`config.mk`:
```
export PLATFORM = sky130hd
export DESIGN_NAME = rolling_hash_pattern_counter
export DESIGN_NICKNAME = d
export VERILOG_FILES = /design/src/rtl/rhpc_pkg.sv /design/src/rtl/rhpc_cell.sv /design/src/rtl/rolling_hash_pattern_counter.sv
export SDC_FILE = /design/constraint.sdc
export NUM_CORES = 2
export LEC_CHECK = 0
export BUFFER_PORTS_ARGS = -buffer_cell sky130_fd_sc_hd__buf_2
export CORE_MARGIN = 4
export CORE_UTILIZATION = 50
export CTS_CLUSTER_DIAMETER = 100
export DETAILED_ROUTE_END_ITERATION = 7
export PLACE_DENSITY_LB_ADDON = 0.15
export REMOVE_ABC_BUFFERS = 1
export SLEW_MARGIN = 0
export SYNTH_ARGS = -nofsm -noshare
export SYNTH_HDL_FRONTEND = slang
export SYNTH_SLANG_ARGS = --single-unit
export TNS_END_PERCENT = 5
```
`constraint.sdc`:
```
create_clock -name clk_i -period 25.3 [get_ports clk_i]
set_clock_uncertainty 0.05 [all_clocks]
set_input_delay 1.265 -clock clk_i [delete_from_list [all_inputs] [get_ports clk_i]]
set_output_delay 1.265 -clock clk_i [all_outputs]
set_load 0.02 [all_outputs]
```
`src/rtl/rhpc_pkg.sv`:
```
// Shared types, constants and functions of the rolling hash pattern counter.
// No dependencies; used by rhpc_cell, the top level and the checker.
package rhpc_pkg;

  localparam int unsigned MaxPattern = 8;   // default and upper limit of MAX_PATTERN
  localparam int unsigned LenW       = 4;   // width of the pattern length register
  localparam int unsigned PatW       = 64;  // width of the packed pattern register
  localparam int unsigned ByteW      = 8;
  localparam int unsigned WeightW    = 12;  // 3^7 = 2187 fits in 12 bits
  localparam int unsigned ProdW      = ByteW + WeightW;
  localparam int unsigned SumW       = ProdW + 3;
  localparam int unsigned HashW      = 64;
  localparam int unsigned CountW     = 16;
  localparam int unsigned CfgIdxW    = 1;

  localparam logic [CountW-1:0] CountMax = '1;

  typedef enum logic [CfgIdxW-1:0] {
    RegPatternLength = 1'b0,
    RegPatternBytes  = 1'b1
  } cfg_reg_e;

  // Control that the top level hands to every cell of the window row.
  typedef struct packed {
    logic adv;  // a text beat is taken this cycle
    logic clr;  // that beat ends the text, so the row clears behind it
  } cell_ctrl_t;

  // Powers of the hash base.
  function automatic logic [WeightW-1:0] pow3(input logic [2:0] k);
    logic [WeightW-1:0] w;
    unique case (k)
      3'd0:    w = 12'd1;
      3'd1:    w = 12'd3;
      3'd2:    w = 12'd9;
      3'd3:    w = 12'd27;
      3'd4:    w = 12'd81;
      3'd5:    w = 12'd243;
      3'd6:    w = 12'd729;
      default: w = 12'd2187;
    endcase
    return w;
  endfunction

  // Hash of the first len pattern characters, character k weighted by 3^k.
  function automatic logic [HashW-1:0] pattern_hash(input logic [PatW-1:0] pat,
                                                    input logic [LenW-1:0] len);
    logic [SumW-1:0] acc;
    acc = '0;
    for (int unsigned k = 0; k < 8; k++) begin
      if (LenW'(k) < len) begin
        acc = acc + SumW'(ProdW'(pat[k*ByteW +: ByteW]) * ProdW'(pow3(3'(k))));
      end
    end
    return HashW'(acc);
  endfunction

endpackage

```
`src/rtl/rhpc_cell.sv`:
```
// One cell of the sliding window row: holds one text byte and scores it.
// Depends on rhpc_pkg.
module rhpc_cell import rhpc_pkg::*; (
  input  logic               clk_i,
  input  logic               rst_ni,
  input  cell_ctrl_t         ctrl_i,
  input  logic [ByteW-1:0]   byte_i,      // byte moving in from the newer neighbor
  input  logic               active_i,    // cell lies inside the pattern length
  input  logic [ByteW-1:0]   pat_byte_i,  // pattern character aligned with this cell
  input  logic [WeightW-1:0] weight_i,    // hash weight of this cell's position
  output logic [ByteW-1:0]   byte_o,      // stored byte, handed to the older neighbor
  output logic               eq_o,        // registered compare result
  output logic [ProdW-1:0]   prod_o       // registered hash term
);

  logic [ByteW-1:0] win_q, win_d;
  logic             eq_q, eq_d;
  logic [ProdW-1:0] prod_q, prod_d;

  always_comb begin
    win_d  = win_q;
    eq_d   = eq_q;
    prod_d = prod_q;
    if (ctrl_i.adv) begin
      win_d  = ctrl_i.clr ? '0 : byte_i;
      eq_d   = !active_i || (byte_i == pat_byte_i);
      prod_d = active_i ? ProdW'(byte_i) * ProdW'(weight_i) : '0;
    end
  end

  always_ff @(posedge clk_i or negedge rst_ni) begin
    if (!rst_ni) begin
      win_q <= '0;
    end else begin
      win_q <= win_d;
    end
  end

  always_ff @(posedge clk_i) begin
    eq_q   <= eq_d;
    prod_q <= prod_d;
  end

  assign byte_o = win_q;
  assign eq_o   = eq_q;
  assign prod_o = prod_q;

endmodule

```
`src/rtl/rolling_hash_pattern_counter.sv`:
```
// Top level of the rolling hash pattern counter: config registers, window row, scoring stage.
// Depends on rhpc_pkg and rhpc_cell.
//
// Text enters one byte per beat and every byte yields exactly one result beat. The
// block takes one byte per clock cycle while in_ready_o is high. Each taken byte is
// first shifted into the row of window cells, where each cell compares its new byte
// with its pattern character and registers its weighted hash term; then the terms are
// summed, the window hash is checked against the pattern hash, all byte compares are
// checked, and the match flag and saturating count are registered in the output
// stage. The output stage holds while its result waits unread, and the first stage
// holds only when it has a byte and the output stage is holding, so a byte can still
// enter whenever the first stage is empty or the output register is empty or being
// read. A match needs the current text to have supplied at least pattern_length
// bytes. The result of a byte marked end_of_text carries text_done, and the window,
// byte count and match count start fresh for the next byte. Registers must be written
// by the user only while the block is idle; the block itself does not enforce this:
// index 0 is pattern_length (0 acts as 1, values above MAX_PATTERN act as
// MAX_PATTERN) and index 1 holds the packed pattern, character k in bits 8k+7..8k.
module rolling_hash_pattern_counter import rhpc_pkg::*; #(
  parameter int unsigned MAX_PATTERN = MaxPattern
) (
  input  logic               clk_i,
  input  logic               rst_ni,
  // configuration writes
  input  logic               cfg_we_i,
  input  logic [CfgIdxW-1:0] cfg_index_i,
  input  logic [PatW-1:0]    cfg_wdata_i,
  // text beats
  input  logic               in_valid_i,
  output logic               in_ready_o,
  input  logic [ByteW-1:0]   text_byte_i,
  input  logic               end_of_text_i,
  // result beats
  output logic               out_valid_o,
  input  logic               out_ready_i,
  output logic               match_here_o,
  output logic [CountW-1:0]  match_count_o,
  output logic               text_done_o
);

  localparam int unsigned SeenW = $clog2(MAX_PATTERN + 1);
  localparam logic [SeenW-1:0] SeenMax = SeenW'(MAX_PATTERN);

  // Configuration registers.
  logic [LenW-1:0] len_q;
  logic [PatW-1:0] pat_q;
  logic [LenW-1:0] len_eff;
  logic [HashW-1:0] phash_q;

  always_ff @(posedge clk_i or negedge rst_ni) begin
    if (!rst_ni) begin
      len_q <= LenW'(1);
      pat_q <= '0;
    end else if (cfg_we_i) begin
      unique case (cfg_reg_e'(cfg_index_i))
        RegPatternLength: len_q <= cfg_wdata_i[LenW-1:0];
        RegPatternBytes:  pat_q <= cfg_wdata_i;
        default: ;
      endcase
    end
  end

  always_comb begin
    if (len_q == '0) begin
      len_eff = LenW'(1);
    end else if (len_q > LenW'(MAX_PATTERN)) begin
      len_eff = LenW'(MAX_PATTERN);
    end else begin
      len_eff = len_q;
    end
  end

  // The pattern hash only follows the registers, so it is kept registered.
  always_ff @(posedge clk_i) begin
    phash_q <= pattern_hash(pat_q, len_eff);
  end

  // Pipeline control: both stages advance when the output register can take a result.
  logic advance;
  logic accept;
  logic a_vld_q;
  logic a_last_q;
  logic a_seen_ok_q;

  assign advance    = !out_valid_o || out_ready_i;
  assign in_ready_o = !a_vld_q || advance;
  assign accept     = in_valid_i && in_ready_o;

  cell_ctrl_t cell_ctrl;
  assign cell_ctrl.adv = accept;
  assign cell_ctrl.clr = end_of_text_i;

  // Bytes of the current text, saturating at the window depth.
  logic [SeenW-1:0] seen_q, seen_d, seen_next;

  assign seen_next = (seen_q == SeenMax) ? seen_q : seen_q + SeenW'(1);

  always_comb begin
    seen_d = seen_q;
    if (accept) begin
      seen_d = end_of_text_i ? '0 : seen_next;
    end
  end

  always_ff @(posedge clk_i or negedge rst_ni) begin
    if (!rst_ni) begin
      seen_q  <= '0;
      a_vld_q <= 1'b0;
    end else begin
      seen_q <= seen_d;
      if (in_ready_o) begin
        a_vld_q <= in_valid_i;
      end
    end
  end

  always_ff @(posedge clk_i) begin
    if (accept) begin
      a_last_q    <= end_of_text_i;
      a_seen_ok_q <= LenW'(seen_next) >= len_eff;
    end
  end

  // Window row: cell 0 takes the newest byte, cell i holds the byte i places back.
  logic [ByteW-1:0] cell_byte [MAX_PATTERN];
  logic             cell_eq   [MAX_PATTERN];
  logic [ProdW-1:0] cell_prod [MAX_PATTERN];

  for (genvar i = 0; i < MAX_PATTERN; i++) begin : g_cell
    logic [LenW-1:0]  pos;     // age of this cell's byte within the window, oldest = 0
    logic             active;
    logic [ByteW-1:0] feed;

    assign active = LenW'(i) < len_eff;
    assign pos    = len_eff - LenW'(1) - LenW'(i);

    if (i == 0) begin : g_head
      assign feed = text_byte_i;
    end else begin : g_body
      assign feed = cell_byte[i-1];
    end

    rhpc_cell u_cell (
      .clk_i      (clk_i),
      .rst_ni     (rst_ni),
      .ctrl_i     (cell_ctrl),
      .byte_i     (feed),
      .active_i   (active),
      .pat_byte_i (pat_q[pos[2:0]*ByteW +: ByteW]),
      .weight_i   (pow3(pos[2:0])),
      .byte_o     (cell_byte[i]),
      .eq_o       (cell_eq[i]),
      .prod_o     (cell_prod[i])
    );
  end

  // Scoring stage: window hash, hash check, byte check and count.
  logic [SumW-1:0]   whash_sum;
  logic              all_eq;
  logic              match;
  logic [CountW-1:0] cnt_q, cnt_d, cnt_new;

  always_comb begin
    whash_sum = '0;
    all_eq    = 1'b1;
    for (int unsigned i = 0; i < MAX_PATTERN; i++) begin
      whash_sum = whash_sum + SumW'(cell_prod[i]);
      all_eq    = all_eq && cell_eq[i];
    end
  end

  // Equal hashes alone never count; the byte compare has the final word.
  assign match   = a_seen_ok_q && (HashW'(whash_sum) == phash_q) && all_eq;
  assign cnt_new = (match && cnt_q != CountMax) ? cnt_q + CountW'(1) : cnt_q;

  always_comb begin
    cnt_d = cnt_q;
    if (advance && a_vld_q) begin
      cnt_d = a_last_q ? '0 : cnt_new;
    end
  end

  logic              out_valid_q;
  logic              match_q;
  logic [CountW-1:0] count_q;
  logic              done_q;

  always_ff @(posedge clk_i or negedge rst_ni) begin
    if (!rst_ni) begin
      cnt_q       <= '0;
      out_valid_q <= 1'b0;
    end else begin
      cnt_q <= cnt_d;
      if (advance) begin
        out_valid_q <= a_vld_q;
      end
    end
  end

  always_ff @(posedge clk_i) begin
    if (advance && a_vld_q) begin
      match_q <= match;
      count_q <= cnt_new;
      done_q  <= a_last_q;
    end
  end

  assign out_valid_o   = out_valid_q;
  assign match_here_o  = match_q;
  assign match_count_o = count_q;
  assign text_done_o   = done_q;

endmodule

```
### Word level (Yosys, flattened, before mapping)

Cells that the tools add are included.

| cells by class | value |
|---|---|
| $add $sub $neg | 24 |
| $mul | 16 |
| magnitude comparators | 10 |
| eq/ne operators | 59 |
| shift operators | 8 |
| muxes and demuxes | 37 |
| bitwise gates (word level) | 1 |
| reductions and logical operators | 43 |

Operators by type and width:

| kind | count |
|---|---|
| case mux 12 bit (7 select lines) | 8 |
| variable part select 64 x 7 -> 8 bit | 8 |
| multiplier 8 x 12 -> 20 bit | 16 |
| adder 23 x 20 -> 23 bit | 11 |
| two-way mux 23 bit | 7 |
| two-way mux 12 bit | 8 |
| == test 3 bit (second input constant) | 24 |
| == test 8 bit | 8 |
| two-way mux 8 bit | 7 |
| == test 3 x 2 -> 1 bit (second input constant) | 16 |
| two-way mux 16 bit | 2 |
| == test 3 x 1 -> 1 bit (second input constant) | 8 |
| zero test 3 bit | 8 |
| adder 22 x 20 -> 23 bit | 1 |
| == test 23 bit | 1 |
| adder 21 x 20 -> 22 bit | 1 |
| adder 20 x 20 -> 21 bit | 1 |
| two-way mux 20 bit | 1 |
| adder 16 x 1 -> 16 bit (second input constant) | 1 |
| < comparator 3 x 4 -> 1 bit (first input constant) | 4 |
| two-way mux 4 bit | 4 |
| inequality test 16 bit (second input constant) | 1 |
| logical AND 1 bit | 12 |
| subtractor 3 bit (second input constant) | 4 |
| other kinds (13) | 36 |

| storage, ports and cells | value |
|---|---|
| bits in registers | 357 |
| output and inout bits | 20 |
| word-level logic and storage cells | 233 |

### Logic depth before layout (Yosys ltp)

| logic depth | value |
|---|---|
| depth in word-level cells | 21 |
| depth in mapped cells | 98 |
| gate-level depth less buffers | 93 |

### Hierarchy

From an unflattened synthesis, not the netlist that was laid out.

| unflattened totals | value |
|---|---|
| cells, all modules | 6465 |
| area, all modules | 58909.0 um^2 |

Modules (own cells, without submodules):

| module | times used | cells each | area an instance (um^2) | seq. area each (um^2) |
|---|---|---|---|---|
| rhpc_cell at g_cell[0].u_cell ... | 6 | 463 | 4337.9 | 830.8 |
| rolling_hash_pattern_counter | 1 | 2751 | 24129.4 | 3294.4 |
| rhpc_cell at g_cell[2].u_cell | 1 | 465 | 4411.7 | 830.8 |
| rhpc_cell at g_cell[7].u_cell | 1 | 471 | 4340.4 | 830.8 |

### Least setup slack after synthesis

Ideal clock, no wire load.

| timing | value |
|---|---|
| path type | reg2reg |
| start point | register len_q[3] |
| end point | register phash_q[19] |
| setup time | 0.117 ns |
| arrival | 21.013 ns |
| path slack | 4.120 ns |
| cell stages (with the launch flop) | 92 |
| path buffers | 5 |
| period minus slack after synthesis | 21.180 ns |
| cells stage by stage | dfrtp_1 -> clkbuf_1 -> inv_1 -> and2_1 -> clkbuf_1 -> clkbuf_1 -> inv_1 -> clkbuf_1 -> ha_1 -> or3b_2 -> clkbuf_1 -> and2_1 -> fa_1 -> ha_1 -> ha_1 -> fa_1 -> ha_1 -> fa_1 -> (+56 left out) -> ha_1 -> o2111a_1 -> a221oi_1 -> nor2b_1 -> xnor2_1 -> a21oi_1 -> o21ai_0 -> ha_1 -> ha_1 -> ha_1 -> fa_1 -> ha_1 -> or3_1 -> o21ai_0 -> a21oi_1 -> a311o_1 -> xnor2_1 -> a22o_1 |

| between the ends | value |
|---|---|
| longest elaborated chain between the ends | 19 |
| elaborated cells on any way between the ends | 27 |
| classes of those cells | add/sub (7); order compare (9); mux (10); reduce/logical (1) |

RTL lines:

| what | RTL line | RTL |
|---|---|---|
| start, declared | rolling_hash_pattern_counter.sv:45 | `logic [LenW-1:0] len_q;` |
| start signal, assigned | rolling_hash_pattern_counter.sv:52 | `len_q <= LenW'(1);` |
| start signal, assigned | rolling_hash_pattern_counter.sv:56 | `RegPatternLength: len_q <= cfg_wdata_i[LenW-1:0];` |
| greater-than comparator 4 bit | rolling_hash_pattern_counter.sv:66 | `end else if (len_q > LenW'(MAX_PATTERN)) begin` |
| two-way mux 4 bit | rolling_hash_pattern_counter.sv:66 |  |
| two-way mux 4 bit (*) | rolling_hash_pattern_counter.sv:64 | `if (len_q == '0) begin` |
| < comparator 1 x 4 -> 1 bit | rhpc_pkg.sv:51 | `if (LenW'(k) < len) begin` |
| two-way mux 20 bit | rhpc_pkg.sv:51 |  |
| adder 23 x 20 -> 23 bit | rhpc_pkg.sv:52 | `acc = acc + SumW'(ProdW'(pat[k*ByteW +: ByteW]) * ProdW'(pow3(3'(k))));` |
| two-way mux 23 bit | rhpc_pkg.sv:51 |  |
| adder 23 x 20 -> 23 bit | rhpc_pkg.sv:52 |  |
| (+3 left out) | - |  |
| adder 23 x 20 -> 23 bit | rhpc_pkg.sv:52 |  |
| two-way mux 23 bit | rhpc_pkg.sv:51 |  |
| adder 23 x 20 -> 23 bit | rhpc_pkg.sv:52 |  |
| two-way mux 23 bit | rhpc_pkg.sv:51 |  |
| adder 23 x 20 -> 23 bit | rhpc_pkg.sv:52 |  |
| two-way mux 23 bit | rhpc_pkg.sv:51 |  |
| adder 23 x 20 -> 23 bit | rhpc_pkg.sv:52 |  |
| two-way mux 23 bit (*) | rhpc_pkg.sv:51 |  |
| end signal, assigned | rolling_hash_pattern_counter.sv:75 | `phash_q <= pattern_hash(pat_q, len_eff);` |
| end, declared | rolling_hash_pattern_counter.sv:48 | `logic [HashW-1:0] phash_q;` |

Mark *: on every way between the ends. The rest lies on a longest branch, timed or not.
A chain may end at the register's enable or synchronous reset.

### Worst setup path in the final report

Ends and elaborated chain as after synthesis.

==> results.ini <==
[clock_network]
cts_repair_resize_count=0
cts_inserted_buffers=48
clock_sink_count=356
cts_setup_buffers=0
cts.clk_slew.worst_paths_ns=0.06
cts_root_buffer=sky130_fd_sc_hd__clkbuf_16
max-clock-path-buffers=3
clock_tree.htree_level_count=2
tritoncts_clock_tree=done
clock_insertion_delay_worst_skew_ns=0.65
number_of_hold_repair_buffers_added_at_the_cts_stage=0

[detailed_routing]
detail_route.wirelength.met1_um=68700
route.met3.wl_um=11200
ant_nets=0
remaining_drc_errors=0
wirelength_um=154000
num_vias=39500
detailedRoute.firstPassIterationCount=7
vias_per_cell=5.62
highest_layer=met5
detailed_routed_wire_length_on_met2_um=69400
wl_per_cell_um=21.9
drtIter0Drc=3109

[finish]
multi_input_area_sq_um=38300
layout_commonest_cell=sky130_fd_sc_hd__inv_1
finalNetCount=7026
seq_area_sq_um=9740
layout_common_cells=sky130_fd_sc_hd__inv_1 (962), sky130_fd_sc_hd__ha_1 (788), sky130_fd_sc_hd__fa_1 (549)
final_layout_size_suffix_gt1_share_pct=6.76
flow.area_growth_from_synthesis_pct=6.61
final.fill_count=9590

[sta]
maxSlewViolCount=0
final_min_period_over_clock_period_pct=90.5
max_slew_margin_pct=14.1
max_clock_freq_ghz=0.0437
actual_slew_at_the_worst_max_slew_pin_ns=1.28
grt_setup_unrepaired=false
hold_violations=0
total_of_endpoints_with_negative_setup_slack_in_the_final_report=0
finalWorstPathRequiredPeriod_ns=22.90
final_layout_setup_total_negative_slack_ns=0

[hold_path]
min_path_type=in -> async

[synth]
synth_edf_count=188
ys_seq_elements=356
syn_avg_cell_area_sq_um=9.30
synth_top_area_share_pct=21.0
yosys-top-cells-area=sky130_fd_sc_hd__fa_1 (21%), sky130_fd_sc_hd__ha_1 (19%), sky130_fd_sc_hd__edfxtp_1 (11%), sky130_fd_sc_hd__dfrtp_1 (6.9%), sky130_fd_sc_hd__inv_1 (6.9%)
yosys_warnings=0
yosysUniqueCellTypes=82
ys_dominant_reg_cell=sky130_fd_sc_hd__edfxtp_1
share_of_async_settable_or_async_resettable_flops_after_synthesis_pct=41.0
synthDominantAreaCellType=sky130_fd_sc_hd__fa_1
synth_cells=5640
netlist_area_sq_um=52400
seq_area_frac_synth_pct=18.6

[placement]
gp_congestion=0.921
post-dp-hpwl_um=124000
port_buffers=98

[status]
status=finished clean

[floorplan]
die_area_sq_um=110000
number_of_standard_cell_rows_in_the_floorplan=118
initial_utilization_pct=50.5
die_x_um=332
io_pins=99
chipHeight_um=332
placeable_area_sq_um=104000

[critical_path]
r2r_end=phash_q[19]
arrival_ns=23.39
path_class=reg -> reg
capture_point_of_the_critical_path=phash_q[19]
critPathSlowestCell=sky130_fd_sc_hd__or3b_2
worst_ep_required_time_ns=25.79
reg2reg_from=len_q[3]
critPathMaxStageDelay_ns=0.68
ff2ff_path_depth=88
critPathMostFrequentCell=sky130_fd_sc_hd__ha_1
worst_setup_path_startpoint=len_q[3]
critPathCaptureType=flip-flop
start_kind=flip-flop
worst-r2r-setup-slack_ns=2.40
timing.critical_path.fanout_max=40

[global_routing]
wire_length_of_the_first_global_routing_pass_um=238000
antenna_found_initial=5
grtUsageTotal_pct=28.0
grt_pass1_vias=39800
largest_net_degree_at_the_start_of_global_routing=115
total_global_routing_overflow=0

[job]
maxCapViolations=0

[cell usage after synthesis (8+ instances only)]
library cell / count
sky130_fd_sc_hd__o31ai_1: 17
sky130_fd_sc_hd__o211a_1: 10
sky130_fd_sc_hd__ha_1: 789
sky130_fd_sc_hd__nand2_1: 491
sky130_fd_sc_hd__nor3_1: 63
sky130_fd_sc_hd__edfxtp_1: 188
sky130_fd_sc_hd__or3_1: 25
sky130_fd_sc_hd__o21ai_0: 187
sky130_fd_sc_hd__mux2_2: 89
sky130_fd_sc_hd__nor3b_1: 8
sky130_fd_sc_hd__nor4_1: 9
sky130_fd_sc_hd__mux2i_1: 148
sky130_fd_sc_hd__o211ai_1: 9
sky130_fd_sc_hd__a21o_1: 76
sky130_fd_sc_hd__dfxtp_1: 22
sky130_fd_sc_hd__o21bai_1: 34
sky130_fd_sc_hd__nand2b_1: 28
sky130_fd_sc_hd__fa_1: 549
sky130_fd_sc_hd__dfrtp_1: 145
sky130_fd_sc_hd__nor2_1: 248
sky130_fd_sc_hd__xnor2_1: 135
sky130_fd_sc_hd__o22ai_1: 10
sky130_fd_sc_hd__nor2b_1: 92
sky130_fd_sc_hd__buf_1: 27
sky130_fd_sc_hd__a211o_1: 11
sky130_fd_sc_hd__or2_2: 10
sky130_fd_sc_hd__a21oi_1: 186
sky130_fd_sc_hd__o311ai_0: 8
sky130_fd_sc_hd__a31oi_1: 34
sky130_fd_sc_hd__nand3_1: 83
sky130_fd_sc_hd__and3_1: 137
sky130_fd_sc_hd__a211oi_1: 21
sky130_fd_sc_hd__clkbuf_1: 197
sky130_fd_sc_hd__o21a_1: 22
sky130_fd_sc_hd__inv_1: 964
sky130_fd_sc_hd__mux4_2: 18
sky130_fd_sc_hd__o2111ai_1: 10
sky130_fd_sc_hd__and2_1: 246
sky130_fd_sc_hd__a41oi_1: 18
sky130_fd_sc_hd__xor2_1: 141
sky130_fd_sc_hd__nand4_1: 32
[area by class of cell]
type / count / share of cell area (%)
Multi-Input combinational cell: 4087 / 68.5
Sequential cell: 356 / 17.4
Inverter: 968 / 6.51
Tap cell: 1380 / 3.09
Clock buffer: 59 / 2.28
Timing Repair Buffer: 148 / 1.56
Clock inverter: 29 / 0.674
Antenna cell: 1 / 0.00448
[flip-flops by register name, summed over array words and instances (netlist names)]
name,flops
g_cell.u_cell.prod_o,160
pat_q,64
g_cell.u_cell.byte_o,56
phash_q,22
cnt_q,16
match_count_o,16
g_cell.u_cell.eq_o,8
len_q,4
seen_q,4
a_last_q,1
a_seen_ok_q,1
a_vld_q,1
match_here_o,1
out_valid_o,1
text_done_o,1
[worst min-delay path by stage]
| stage | from | to | slack (ns) | cells after the start |
|---|---|---|---|---|
| floorplan | a_vld_q | out_valid_o | 0.41 | 1 |
| global placement | a_vld_q | out_valid_o | 0.43 | 1 |
| detailed placement | a_vld_q | out_valid_o | 0.44 | 1 |
| CTS | rst_ni | cnt_q[5] | 0.41 | 1 |
| global route | rst_ni | cnt_q[8] | 0.44 | 1 |
| finish | rst_ni | cnt_q[7] | 0.44 | 1 |
[cell families (layout without fill, tap and decap cells)]
kind of cell | count (synthesis) | in the layout | share of synthesized area, %
compound gates | 708 | 708 | 8.55
xor+xnor | 277 | 277 | 4.64
fa+ha+maj | 1340 | 1340 | 39.8
buf+inv | 1197 | 1204 | 8.60
flops | 356 | 356 | 18.6
mux | 255 | 255 | 5.51
other cells | 0 | 1 | 0
simple gates | 1507 | 1507 | 14.3
[routing by layer]
layer  vias up  GRT usage (%)
li1      18500              -
met4         2           7.74
met1     19600           39.9
met5         -              0
met3       225           4.08
met2      1190           44.6
[critical path, delay by kind of cell (launching register included)]
family	cells	cell delay (ns)
flip-flops	1	0.34
multiplexers	2	0.59
XOR/XNOR	5	0.60
buffers and inverters	20	2.05
adder cells (fa/ha/maj)	37	13.64
AO/OA/AOI/OAI	15	3.42
AND/OR/NAND/NOR	9	2.05
[per-stage QoR]
step / setup WS [ns] / utilization, % / area [sq um] / cells / hold WS [ns]
floorplan: 0.402 / - / 51600 / 5411 / 0.407
global placement: 2.76 / 52.3 / 54300 / 6939 / 0.425
detailed placement: 2.48 / 52.3 / 54300 / 6939 / 0.437
CTS: 2.48 / 53.9 / 55900 / 7027 / 0.411
global route: 1.34 / 53.9 / 55900 / 7027 / 0.436
finish: 2.40 / 53.9 / 55900 / 7028 / 0.441
Power is left out: the tool's default activity adds up to more than one toggle a clock period on the data nets, which glitch-free logic cannot reach.
